## src/design/json_string_unescape_utf8_defines.svh

```systemverilog
// Assertion macros used by the JSON string unescaper burst queue.
`ifndef JSON_STRING_UNESCAPE_UTF8_DEFINES_SVH
`define JSON_STRING_UNESCAPE_UTF8_DEFINES_SVH
`ifndef SYNTH
`define JSU_ASSERT_IMP(lbl, ante, cons) \
  lbl: assert property (@(posedge clk_i) disable iff (!rst_ni) (ante) |-> (cons)) \
    else $error("jsu: assertion failed");
`define JSU_ASSERT_NXT(lbl, ante, cons) \
  lbl: assert property (@(posedge clk_i) disable iff (!rst_ni) (ante) |=> (cons)) \
    else $error("jsu: assertion failed");
`else
`define JSU_ASSERT_IMP(lbl, ante, cons)
`define JSU_ASSERT_NXT(lbl, ante, cons)
`endif
`endif

```

## src/design/jsu_pkg.sv

```systemverilog
// Types, constants and helper functions for the JSON string unescaper.
package jsu_pkg;

  localparam int unsigned QDEPTH = 4;
  localparam int unsigned QAW    = $clog2(QDEPTH);
  localparam int unsigned QCW    = $clog2(QDEPTH + 1);
  localparam int unsigned MAXRES = 6;

  localparam logic [7:0] CH_QUOTE  = 8'h22;
  localparam logic [7:0] CH_BSLASH = 8'h5C;
  localparam logic [7:0] CH_SLASH  = 8'h2F;
  localparam logic [7:0] CH_U      = 8'h75;

  typedef enum logic [2:0] {
    ST_BYTE     = 3'd0,
    ST_DONE     = 3'd1,
    ST_NO_QUOTE = 3'd2,
    ST_UNTERM   = 3'd3,
    ST_UNT_ESC  = 3'd4,
    ST_BAD_ESC  = 3'd5,
    ST_BAD_UNI  = 3'd6
  } status_e;

  typedef struct packed {
    logic [7:0] data;
    status_e    st;
  } res_t;

  typedef struct packed {
    logic [2:0]            cnt;
    res_t [MAXRES-1:0]     res;
  } burst_t;

  typedef struct packed {
    logic [2:0]      cnt;
    logic [3:0][7:0] b;
  } enc_t;

  typedef struct packed {
    logic       ok;
    logic [7:0] ch;
  } esc_t;

  typedef struct packed {
    logic       ok;
    logic [3:0] v;
  } hex_t;

  function automatic enc_t utf8_enc(logic [20:0] c);
    enc_t e;
    e = '0;
    if (c < 21'h80) begin
      e.cnt  = 3'd1;
      e.b[0] = c[7:0];
    end else if (c < 21'h800) begin
      e.cnt  = 3'd2;
      e.b[0] = {3'b110, c[10:6]};
      e.b[1] = {2'b10, c[5:0]};
    end else if (c < 21'h10000) begin
      e.cnt  = 3'd3;
      e.b[0] = {4'b1110, c[15:12]};
      e.b[1] = {2'b10, c[11:6]};
      e.b[2] = {2'b10, c[5:0]};
    end else begin
      e.cnt  = 3'd4;
      e.b[0] = {5'b11110, c[20:18]};
      e.b[1] = {2'b10, c[17:12]};
      e.b[2] = {2'b10, c[11:6]};
      e.b[3] = {2'b10, c[5:0]};
    end
    return e;
  endfunction

  function automatic hex_t hex_val(logic [7:0] b);
    hex_t h;
    h = '0;
    if (b >= 8'h30 && b <= 8'h39) begin
      h.ok = 1'b1;
      h.v  = 4'(b - 8'h30);
    end else if (b >= 8'h61 && b <= 8'h66) begin
      h.ok = 1'b1;
      h.v  = 4'(b - 8'h57);
    end else if (b >= 8'h41 && b <= 8'h46) begin
      h.ok = 1'b1;
      h.v  = 4'(b - 8'h37);
    end
    return h;
  endfunction

  function automatic esc_t esc_map(logic [7:0] b);
    esc_t e;
    e.ok = 1'b1;
    case (b)
      CH_QUOTE:  e.ch = CH_QUOTE;
      CH_BSLASH: e.ch = CH_BSLASH;
      CH_SLASH:  e.ch = CH_SLASH;
      8'h62:     e.ch = 8'h08;
      8'h66:     e.ch = 8'h0C;
      8'h6E:     e.ch = 8'h0A;
      8'h72:     e.ch = 8'h0D;
      8'h74:     e.ch = 8'h09;
      default: begin
        e.ok = 1'b0;
        e.ch = 8'h00;
      end
    endcase
    return e;
  endfunction

endpackage

```

## src/design/jsu_if.sv

```systemverilog
// Valid/ready channel interfaces for text input and decoded output.
interface jsu_in_if;
  logic       valid;
  logic       ready;
  logic       kind;
  logic [7:0] in_byte;

  modport source (output valid, output kind, output in_byte, input ready);
  modport sink (input valid, input kind, input in_byte, output ready);
endinterface

interface jsu_out_if;
  logic       valid;
  logic       ready;
  logic [7:0] out_byte;
  logic [2:0] status;
  logic       last;

  modport source (output valid, output out_byte, output status, output last, input ready);
  modport sink (input valid, input out_byte, input status, input last, output ready);
endinterface

```

## src/design/jsu_front.sv

```systemverilog
// Front end: string/escape state machine that turns one input transfer into a result burst.
module jsu_front (
  input  logic             clk_i,
  input  logic             rst_ni,
  jsu_in_if.sink           in_i,
  input  logic             q_full_i,
  output logic             push_o,
  output jsu_pkg::burst_t  burst_o
);

  typedef enum logic [3:0] {
    M_IDLE, M_BODY, M_ESC, M_HEX, M_PEND, M_PENDU, M_LOWHEX, M_DRAIN
  } mode_e;

  mode_e       mode_q, mode_d;
  logic [1:0]  cnt_q, cnt_d;
  logic [15:0] acc_q, acc_d;
  logic [9:0]  hp_q, hp_d;

  logic            fl, raw, utf, st_en;
  logic [7:0]      b, raw_b;
  logic [20:0]     code;
  jsu_pkg::status_e st;
  jsu_pkg::hex_t   hx;
  jsu_pkg::esc_t   es;
  logic [15:0]     acc_n;
  jsu_pkg::enc_t   enc;
  jsu_pkg::burst_t bst;
  logic [2:0]      n;
  logic            take;

  assign b     = in_i.in_byte;
  assign hx    = jsu_pkg::hex_val(b);
  assign es    = jsu_pkg::esc_map(b);
  assign acc_n = {acc_q[11:0], hx.v};
  assign take  = in_i.valid && in_i.ready;

  assign in_i.ready = !q_full_i;

  always_comb begin
    mode_d = mode_q;
    cnt_d  = cnt_q;
    acc_d  = acc_q;
    hp_d   = hp_q;
    fl     = 1'b0;
    raw    = 1'b0;
    raw_b  = b;
    utf    = 1'b0;
    code   = '0;
    st_en  = 1'b0;
    st     = jsu_pkg::ST_DONE;
    if (in_i.kind) begin
      st_en = 1'b1;
      case (mode_q)
        M_IDLE:   st = jsu_pkg::ST_NO_QUOTE;
        M_BODY:   st = jsu_pkg::ST_UNTERM;
        M_ESC:    st = jsu_pkg::ST_UNT_ESC;
        M_HEX:    st = jsu_pkg::ST_BAD_UNI;
        M_PEND: begin
          fl = 1'b1;
          st = jsu_pkg::ST_UNTERM;
        end
        M_PENDU: begin
          fl = 1'b1;
          st = jsu_pkg::ST_UNT_ESC;
        end
        M_LOWHEX: begin
          fl = 1'b1;
          st = jsu_pkg::ST_BAD_UNI;
        end
        default: st_en = 1'b0;
      endcase
      mode_d = M_IDLE;
      cnt_d  = '0;
      acc_d  = '0;
      hp_d   = '0;
    end else begin
      case (mode_q)
        M_IDLE: begin
          if (b == jsu_pkg::CH_QUOTE) begin
            mode_d = M_BODY;
          end else begin
            st_en  = 1'b1;
            st     = jsu_pkg::ST_NO_QUOTE;
            mode_d = M_DRAIN;
          end
        end
        M_BODY, M_PEND: begin
          if (mode_q == M_PEND && b == jsu_pkg::CH_BSLASH) begin
            mode_d = M_PENDU;
          end else begin
            fl = (mode_q == M_PEND);
            if (b == jsu_pkg::CH_QUOTE) begin
              st_en  = 1'b1;
              st     = jsu_pkg::ST_DONE;
              mode_d = M_DRAIN;
            end else if (b == jsu_pkg::CH_BSLASH) begin
              mode_d = M_ESC;
            end else begin
              raw    = 1'b1;
              mode_d = M_BODY;
            end
          end
        end
        M_ESC, M_PENDU: begin
          if (mode_q == M_PENDU && b == jsu_pkg::CH_U) begin
            mode_d = M_LOWHEX;
            cnt_d  = '0;
            acc_d  = '0;
          end else begin
            fl = (mode_q == M_PENDU);
            if (es.ok) begin
              raw    = 1'b1;
              raw_b  = es.ch;
              mode_d = M_BODY;
            end else if (b == jsu_pkg::CH_U) begin
              mode_d = M_HEX;
              cnt_d  = '0;
              acc_d  = '0;
            end else begin
              st_en  = 1'b1;
              st     = jsu_pkg::ST_BAD_ESC;
              mode_d = M_DRAIN;
            end
          end
        end
        M_HEX, M_LOWHEX: begin
          if (!hx.ok) begin
            fl     = (mode_q == M_LOWHEX);
            st_en  = 1'b1;
            st     = jsu_pkg::ST_BAD_UNI;
            mode_d = M_DRAIN;
          end else begin
            acc_d = acc_n;
            if (cnt_q != 2'd3) begin
              cnt_d = cnt_q + 2'd1;
            end else if (mode_q == M_LOWHEX && acc_n[15:10] == 6'b110111) begin
              utf    = 1'b1;
              code   = {11'd64 + {1'b0, hp_q}, acc_n[9:0]};
              mode_d = M_BODY;
            end else begin
              fl = (mode_q == M_LOWHEX);
              if (acc_n[15:10] == 6'b110110) begin
                hp_d   = acc_n[9:0];
                mode_d = M_PEND;
              end else begin
                utf    = 1'b1;
                code   = {5'd0, acc_n};
                mode_d = M_BODY;
              end
            end
          end
        end
        default: ;
      endcase
    end
  end

  // Burst assembly: pending high surrogate, then the character, then the status.
  assign enc = jsu_pkg::utf8_enc(code);

  always_comb begin
    bst = '0;
    n   = '0;
    if (fl) begin
      bst.res[0] = '{data: 8'hED, st: jsu_pkg::ST_BYTE};
      bst.res[1] = '{data: {4'b1010, hp_q[9:6]}, st: jsu_pkg::ST_BYTE};
      bst.res[2] = '{data: {2'b10, hp_q[5:0]}, st: jsu_pkg::ST_BYTE};
      n = 3'd3;
    end
    if (raw) begin
      bst.res[n] = '{data: raw_b, st: jsu_pkg::ST_BYTE};
      n = n + 3'd1;
    end
    if (utf) begin
      for (int i = 0; i < 4; i++) begin
        if (3'(i) < enc.cnt) begin
          bst.res[n + 3'(i)] = '{data: enc.b[i], st: jsu_pkg::ST_BYTE};
        end
      end
      n = n + enc.cnt;
    end
    if (st_en) begin
      bst.res[n] = '{data: 8'h00, st: st};
      n = n + 3'd1;
    end
    bst.cnt = n;
  end

  assign burst_o = bst;
  assign push_o  = take && (bst.cnt != 3'd0);

  always_ff @(posedge clk_i or negedge rst_ni) begin
    if (!rst_ni) begin
      mode_q <= M_IDLE;
      cnt_q  <= '0;
      acc_q  <= '0;
      hp_q   <= '0;
    end else if (take) begin
      mode_q <= mode_d;
      cnt_q  <= cnt_d;
      acc_q  <= acc_d;
      hp_q   <= hp_d;
    end
  end

endmodule

```

## src/design/jsu_queue.sv

```systemverilog
// Short burst queue between the front end and the output serializer.
`include "json_string_unescape_utf8_defines.svh"

module jsu_queue (
  input  logic             clk_i,
  input  logic             rst_ni,
  input  logic             push_i,
  input  jsu_pkg::burst_t  data_i,
  output logic             full_o,
  input  logic             pop_i,
  output logic             empty_o,
  output jsu_pkg::burst_t  data_o
);

  jsu_pkg::burst_t                  mem_q [jsu_pkg::QDEPTH];
  logic [jsu_pkg::QAW-1:0]          wp_q, rp_q;
  logic [jsu_pkg::QCW-1:0]          cnt_q;

  assign full_o  = (cnt_q == jsu_pkg::QCW'(jsu_pkg::QDEPTH));
  assign empty_o = (cnt_q == '0);
  assign data_o  = mem_q[rp_q];

  always_ff @(posedge clk_i) begin
    if (push_i) begin
      mem_q[wp_q] <= data_i;
    end
  end

  always_ff @(posedge clk_i or negedge rst_ni) begin
    if (!rst_ni) begin
      wp_q  <= '0;
      rp_q  <= '0;
      cnt_q <= '0;
    end else begin
      if (push_i) begin
        wp_q <= wp_q + 1'b1;
      end
      if (pop_i) begin
        rp_q <= rp_q + 1'b1;
      end
      if (push_i && !pop_i) begin
        cnt_q <= cnt_q + 1'b1;
      end else if (pop_i && !push_i) begin
        cnt_q <= cnt_q - 1'b1;
      end
    end
  end

  `JSU_ASSERT_IMP(q_no_overflow, push_i, !full_o)
  `JSU_ASSERT_IMP(q_no_underflow, pop_i, !empty_o)
  `JSU_ASSERT_IMP(q_nonempty_burst, push_i, data_i.cnt != 3'd0)
  `JSU_ASSERT_NXT(q_count_up, push_i && !pop_i, cnt_q == $past(cnt_q) + 1'b1)

endmodule

```

## src/design/jsu_back.sv

```systemverilog
// Back end: serializes queued bursts into single output transfers.
module jsu_back (
  input  logic             clk_i,
  input  logic             rst_ni,
  input  jsu_pkg::burst_t  head_i,
  input  logic             empty_i,
  output logic             pop_o,
  jsu_out_if.source        out_o
);

  logic [2:0]  idx_q;
  logic        ov_q;
  logic [7:0]  ob_q;
  logic [2:0]  os_q;
  logic        ol_q;
  logic        load, fin;
  jsu_pkg::res_t cur;

  assign cur   = head_i.res[idx_q];
  assign load  = !empty_i && (!ov_q || out_o.ready);
  assign fin   = (idx_q == head_i.cnt - 3'd1);
  assign pop_o = load && fin;

  assign out_o.valid    = ov_q;
  assign out_o.out_byte = ob_q;
  assign out_o.status   = os_q;
  assign out_o.last     = ol_q;

  always_ff @(posedge clk_i) begin
    if (load) begin
      ob_q <= cur.data;
      os_q <= cur.st;
      ol_q <= fin;
    end
  end

  always_ff @(posedge clk_i or negedge rst_ni) begin
    if (!rst_ni) begin
      ov_q  <= 1'b0;
      idx_q <= '0;
    end else begin
      if (load) begin
        ov_q  <= 1'b1;
        idx_q <= fin ? 3'd0 : idx_q + 3'd1;
      end else if (out_o.ready) begin
        ov_q <= 1'b0;
      end
    end
  end

endmodule

```

## src/design/json_string_unescape_utf8.sv

```systemverilog
// Top level of the streaming JSON string unescaper with UTF-8 output.
//
// in_i takes one transfer per text byte (kind 0) or an end-of-text mark (kind 1).
// out_o gives decoded UTF-8 bytes (status 0) and status items; last marks the
// final result caused by an input transfer. An input may cause zero to six
// results; one that causes none (opening quote, escape prefix, hex digit,
// bytes being discarded) leaves nothing on out_o.
// Each input's results pass through the burst queue and the output register to out_o.
// Throughput: one input transfer per cycle while the 4-entry burst queue has
// room; out_o gives one result per cycle while out_o.ready is high, so the output
// side sets the sustained rate when inputs expand to several bytes.
// Reset (rst_ni low, asynchronous) returns the decoder to waiting for an opening
// quote and empties the queue and the output register.
// When out_o.ready is low the result holds in the output register, the queue
// fills, and in_i.ready drops once the queue is full.
module json_string_unescape_utf8 (
  input  logic       clk_i,
  input  logic       rst_ni,
  jsu_in_if.sink     in_i,
  jsu_out_if.source  out_o
);

  logic            push, pop, full, empty;
  jsu_pkg::burst_t wr_burst, rd_burst;

  jsu_front u_front (
    .clk_i    (clk_i),
    .rst_ni   (rst_ni),
    .in_i     (in_i),
    .q_full_i (full),
    .push_o   (push),
    .burst_o  (wr_burst)
  );

  jsu_queue u_queue (
    .clk_i   (clk_i),
    .rst_ni  (rst_ni),
    .push_i  (push),
    .data_i  (wr_burst),
    .full_o  (full),
    .pop_i   (pop),
    .empty_o (empty),
    .data_o  (rd_burst)
  );

  jsu_back u_back (
    .clk_i   (clk_i),
    .rst_ni  (rst_ni),
    .head_i  (rd_burst),
    .empty_i (empty),
    .pop_o   (pop),
    .out_o   (out_o)
  );

endmodule

```

## src/flat_wrapper.sv

```systemverilog
// flat-port wrapper written by rule: the top's interface ports become plain ports
module json_string_unescape_utf8_flat 
  (clk_i, rst_ni, in_i_valid, in_i_kind, in_i_in_byte, in_i_ready, out_o_valid, out_o_out_byte, out_o_status, out_o_last, out_o_ready);
  jsu_in_if in_i_i ();
  jsu_out_if out_o_i ();
  input  logic clk_i;
  input  logic rst_ni;
  input wire logic [$bits(in_i_i.valid)-1:0] in_i_valid;
  input wire logic [$bits(in_i_i.kind)-1:0] in_i_kind;
  input wire logic [$bits(in_i_i.in_byte)-1:0] in_i_in_byte;
  output wire logic [$bits(in_i_i.ready)-1:0] in_i_ready;
  output wire logic [$bits(out_o_i.valid)-1:0] out_o_valid;
  output wire logic [$bits(out_o_i.out_byte)-1:0] out_o_out_byte;
  output wire logic [$bits(out_o_i.status)-1:0] out_o_status;
  output wire logic [$bits(out_o_i.last)-1:0] out_o_last;
  input wire logic [$bits(out_o_i.ready)-1:0] out_o_ready;
  assign in_i_i.valid = in_i_valid;
  assign in_i_i.kind = in_i_kind;
  assign in_i_i.in_byte = in_i_in_byte;
  assign in_i_ready = in_i_i.ready;
  assign out_o_valid = out_o_i.valid;
  assign out_o_out_byte = out_o_i.out_byte;
  assign out_o_status = out_o_i.status;
  assign out_o_last = out_o_i.last;
  assign out_o_i.ready = out_o_ready;
  json_string_unescape_utf8 u_core (.clk_i(clk_i), .rst_ni(rst_ni), .in_i(in_i_i), .out_o(out_o_i));
endmodule
```

## config.mk

```make
export PLATFORM = sky130hd
export DESIGN_NAME = json_string_unescape_utf8_flat
export DESIGN_NICKNAME = d
export VERILOG_FILES = /design/src/design/jsu_pkg.sv /design/src/design/jsu_if.sv /design/src/design/jsu_front.sv /design/src/design/jsu_queue.sv /design/src/design/jsu_back.sv /design/src/design/json_string_unescape_utf8.sv /design/src/flat_wrapper.sv
export VERILOG_INCLUDE_DIRS = /design/src /design/src/design
export SDC_FILE = /design/constraint.sdc
export NUM_CORES = 1
export LEC_CHECK = 0
export ABC_AREA = 1
export BUFFER_PORTS_ARGS = -buffer_cell sky130_fd_sc_hd__buf_2
export CAP_MARGIN = 20
export CORE_MARGIN = 2
export CORE_UTILIZATION = 50
export CTS_CLUSTER_SIZE = 40
export DETAILED_ROUTE_END_ITERATION = 7
export PLACE_DENSITY_LB_ADDON = 0.15
export SLEW_MARGIN = 40
export SYNTH_ARGS = -nofsm -noshare
export SYNTH_HDL_FRONTEND = slang
export SYNTH_SLANG_ARGS = --single-unit
export TNS_END_PERCENT = 20
```

## constraint.sdc

```tcl
create_clock -name clk_i -period 17.6 [get_ports clk_i]
set_input_delay 2.64 -clock clk_i [delete_from_list [all_inputs] [get_ports clk_i]]
set_output_delay 2.64 -clock clk_i [all_outputs]
set_load 0.01 [all_outputs]
```

==> impl_metrics.yaml <==
outcome:
  outcome: "finished clean"
floorplanning:
  die_w_um: 192
  io_pins: 27
  core_mm2: 0.0353
  initial_utilization_pct: 50.3
  num_rows: 69
  fp.dieH_um: 192
  dieArea_mm2: 0.0370
place:
  port_buffers: 26
  pre_cts_ws_ns: 8.71
  dp.cells: 2409
  hpwl_mm: 38.3
  globalplace.congestion: 1.02
hold_path:
  hold_path.class: "flop to flop"
  worstHoldStart: "u_core.u_front.cnt_q[0]$_DFFE_PN0P_"
  holdPathStages: 1
  whs_endpoint: "u_core.u_front.cnt_q[0]$_DFFE_PN0P_"
setup_path:
  worstPathRequired_ns: 17.77
  r2r_slack_ns: 11.26
  crit_type: "primary input to flop"
  critPathArrivalTime_ns: 8.56
  end_kind: "flop"
  worst_path_largest_cell_delay_ns: 0.77
  r2r-end: "u_core.u_queue.mem_q[2][65]$_DFFE_PP_"
  crit_path_start: "in_i_in_byte[0]"
  rr_startpoint: "u_core.u_front.mode_q[2]$_DFFE_PN0P_"
  crit_path_start_kind: "primary input"
  crit_buf_inv: 8
  ff2ff_path_depth: 22
  cpLargestDelayFamily: "buffers and inverters"
  critPathSlowestCell: "ha_1"
  crit_fanout: 63
sta:
  hold_viol: 0
  post-route-period-util_pct: 47.7
  setup_viol: 0
  fin_ws_ns: 9.21
  max_freq_ghz: 0.119
  maxSlewViolCount: 0
  grt_setup_unrepaired: "no"
  finClkSkew_ns: 0.0206
  fin_crit_ns: 8.39
  maxSlewHeadroom_pct: 41.0
  setup_tns_ns: 0
  tightest_slew_ns: 0.877
global_route:
  antenna_found_initial: 1
  grt_usage_pct: 30.9
  grt_pass1_vias: 14079
  grt_max_degree: 100
  grt_overflow: 0
  grt_pass1_wl_mm: 85.2
synthesis:
  synthArstFlopShare_pct: 11.7
  ys_ff_latch: 326
  synth_edf_count: 288
  yosysTopAreaCellShare_pct: 48.7
  synth_area_mm2: 0.0178
  synth_flop_cell: "edfxtp_1"
  synth_nets: 2030
  post-synth-top-area-cell: "edfxtp_1"
  ys_top_cells_by_area: "edfxtp_1 (49%), nand2_1 (7.4%), nor2_1 (6.6%)"
  synth_cells: 1991
  synth_warnings: 0
  ys_seq_area_share_pct: 54.0
  yosys.cell_types.count: 60
  synth.avg_cell_area_um2: 8.92
cells_and_area:
  layout_common_cells: "nand2_1 (350), nor2_1 (309), edfxtp_1 (288), o21ai_0 (224), inv_1 (160)"
  final_cells: 2476
  syn2layout_area_growth_pct: 9.26
  antenna_cells: 0
  drive_gt1_share_pct: 9.18
  layout_commonest_cell: "nand2_1"
  fin_nets: 2026
power_and_ir_drop:
  power_density_mw_per_mm2: 160
  peakVddDrop_uv: 125
  leakage_nw: 7.41
  power_mw: 3.10
clock_network:
  path_clk_slew_ns: 0.06
  worstSkewPairLatency_ns: 0.55
  cts-resized-gates: 0
  cts_inserted_buffers: 37
  h-tree-depth: 2
  cts_tree: "built"
  cts_post_setup_buffers_inserted: 0
  cts_buffer_depth: 3
  cts.hold.buffers_added: 0
  clock-root-buffer: "clkbuf_16"
  clock_sinks: 326
flow_run:
  maxCapViolations: 0
detailed_routing:
  via_count: 14832
  wirelength_mm: 56.5
  antenna_left: 0
  viasPerCell: 5.99
  drt-initial-drc-count: 1392
  wl_per_cell_um: 22.8
  drc: 0
  drt_pass1_iterations: 5
flip-flops by register name (all words and copies together), names as in the netlist:
signal / cells
u_core.u_queue.cnt_q: 3
u_core.u_back.out_o.valid: 1
u_core.u_back.idx_q: 3
u_core.u_front.hp_q: 10
u_core.u_queue.wp_q: 2
u_core.u_queue.rp_q: 2
u_core.u_front.cnt_q: 2
u_core.u_back.out_o.status: 3
u_core.u_queue.mem_q: 276
u_core.u_back.out_o.out_byte: 8
u_core.u_front.mode_q: 3
u_core.u_front.acc_q: 12
u_core.u_back.out_o.last: 1
layer usage:
layer  up-vias  wire length, um  track usage [%]
met2       604            25900             49.2
met4         2             2800             14.9
met5         -                9                0
met1      7143            23900             41.7
met3       142             3780             4.51
li1       6941                -                -
power by group:
| group | total (mW) | internal [mW] | switching, mW |
|---|---|---|---|
| Sequential | 1.20 | 1.12 | 0.0732 |
| Clock | 0.703 | 0.397 | 0.306 |
| Combinational | 1.20 | 0.314 | 0.888 |
worst max-delay path by stage:
stage          depth (start not counted)                               endpoint  slack, ns
3_5_place_dp                          26  u_core.u_queue.mem_q[2][65]$_DFFE_PP_       8.71
5_1_grt                               31    u_core.u_queue.cnt_q[2]$_DFFE_PN0P_       8.69
4_1_cts                               26  u_core.u_queue.mem_q[2][65]$_DFFE_PP_       9.28
3_3_place_gp                          27  u_core.u_queue.mem_q[2][65]$_DFFE_PP_       8.68
6_report                              26  u_core.u_queue.mem_q[2][65]$_DFFE_PP_       9.21
2_1_floorplan                         27   u_core.u_queue.mem_q[0][0]$_DFFE_PP_       7.65
metrics by stage:
step	util (%)	hold slack [ns]	area, um^2
after global routing	55.0	0.492	19400
after detailed placement	51.9	0.481	18300
final	55.0	0.482	19400
after CTS	54.9	0.488	19400
after global placement	51.8	0.475	18300
after floorplan	-	0.457	17800
area by class of cell:
class | count | area, um^2
Tap cell | 461 | 577
Fill cell | 3227 | 15900
Multi-Input combinational cell | 1390 | 7130
Inverter | 184 | 693
Timing Repair Buffer | 48 | 317
Clock inverter | 18 | 96.3
Clock buffer | 49 | 991
Sequential cell | 326 | 9610
Yosys cell counts (all sizes together) (2+ instances only):
library cell,n
o31ai,9
o311ai,2
buf,23
nor2,328
clkbuf,68
a21boi,2
nor3,17
nand3b,2
nand3,146
a31oi,2
o211ai,36
fa,2
a21oi,84
or2,2
nand4,24
edfxtp,288
nand2,364
xor2,9
o21ai,247
ha,24
a32o,3
o21bai,2
dfrtp,38
o221ai,42
inv,183
o22ai,32
cells by family after synthesis:
| group | Yosys count | synth area share (%) |
|---|---|---|
| AND/OR/NAND/NOR | 884 | 21.7 |
| AO/OA/AOI/OAI | 469 | 15.6 |
| flip-flops | 326 | 54.0 |
| buffers and inverters | 275 | 6.16 |
| adder cells (fa/ha/maj) | 26 | 1.92 |
| XOR/XNOR | 10 | 0.535 |
| multiplexers | 1 | 0.0564 |
(Power assumes the default switching activity.)
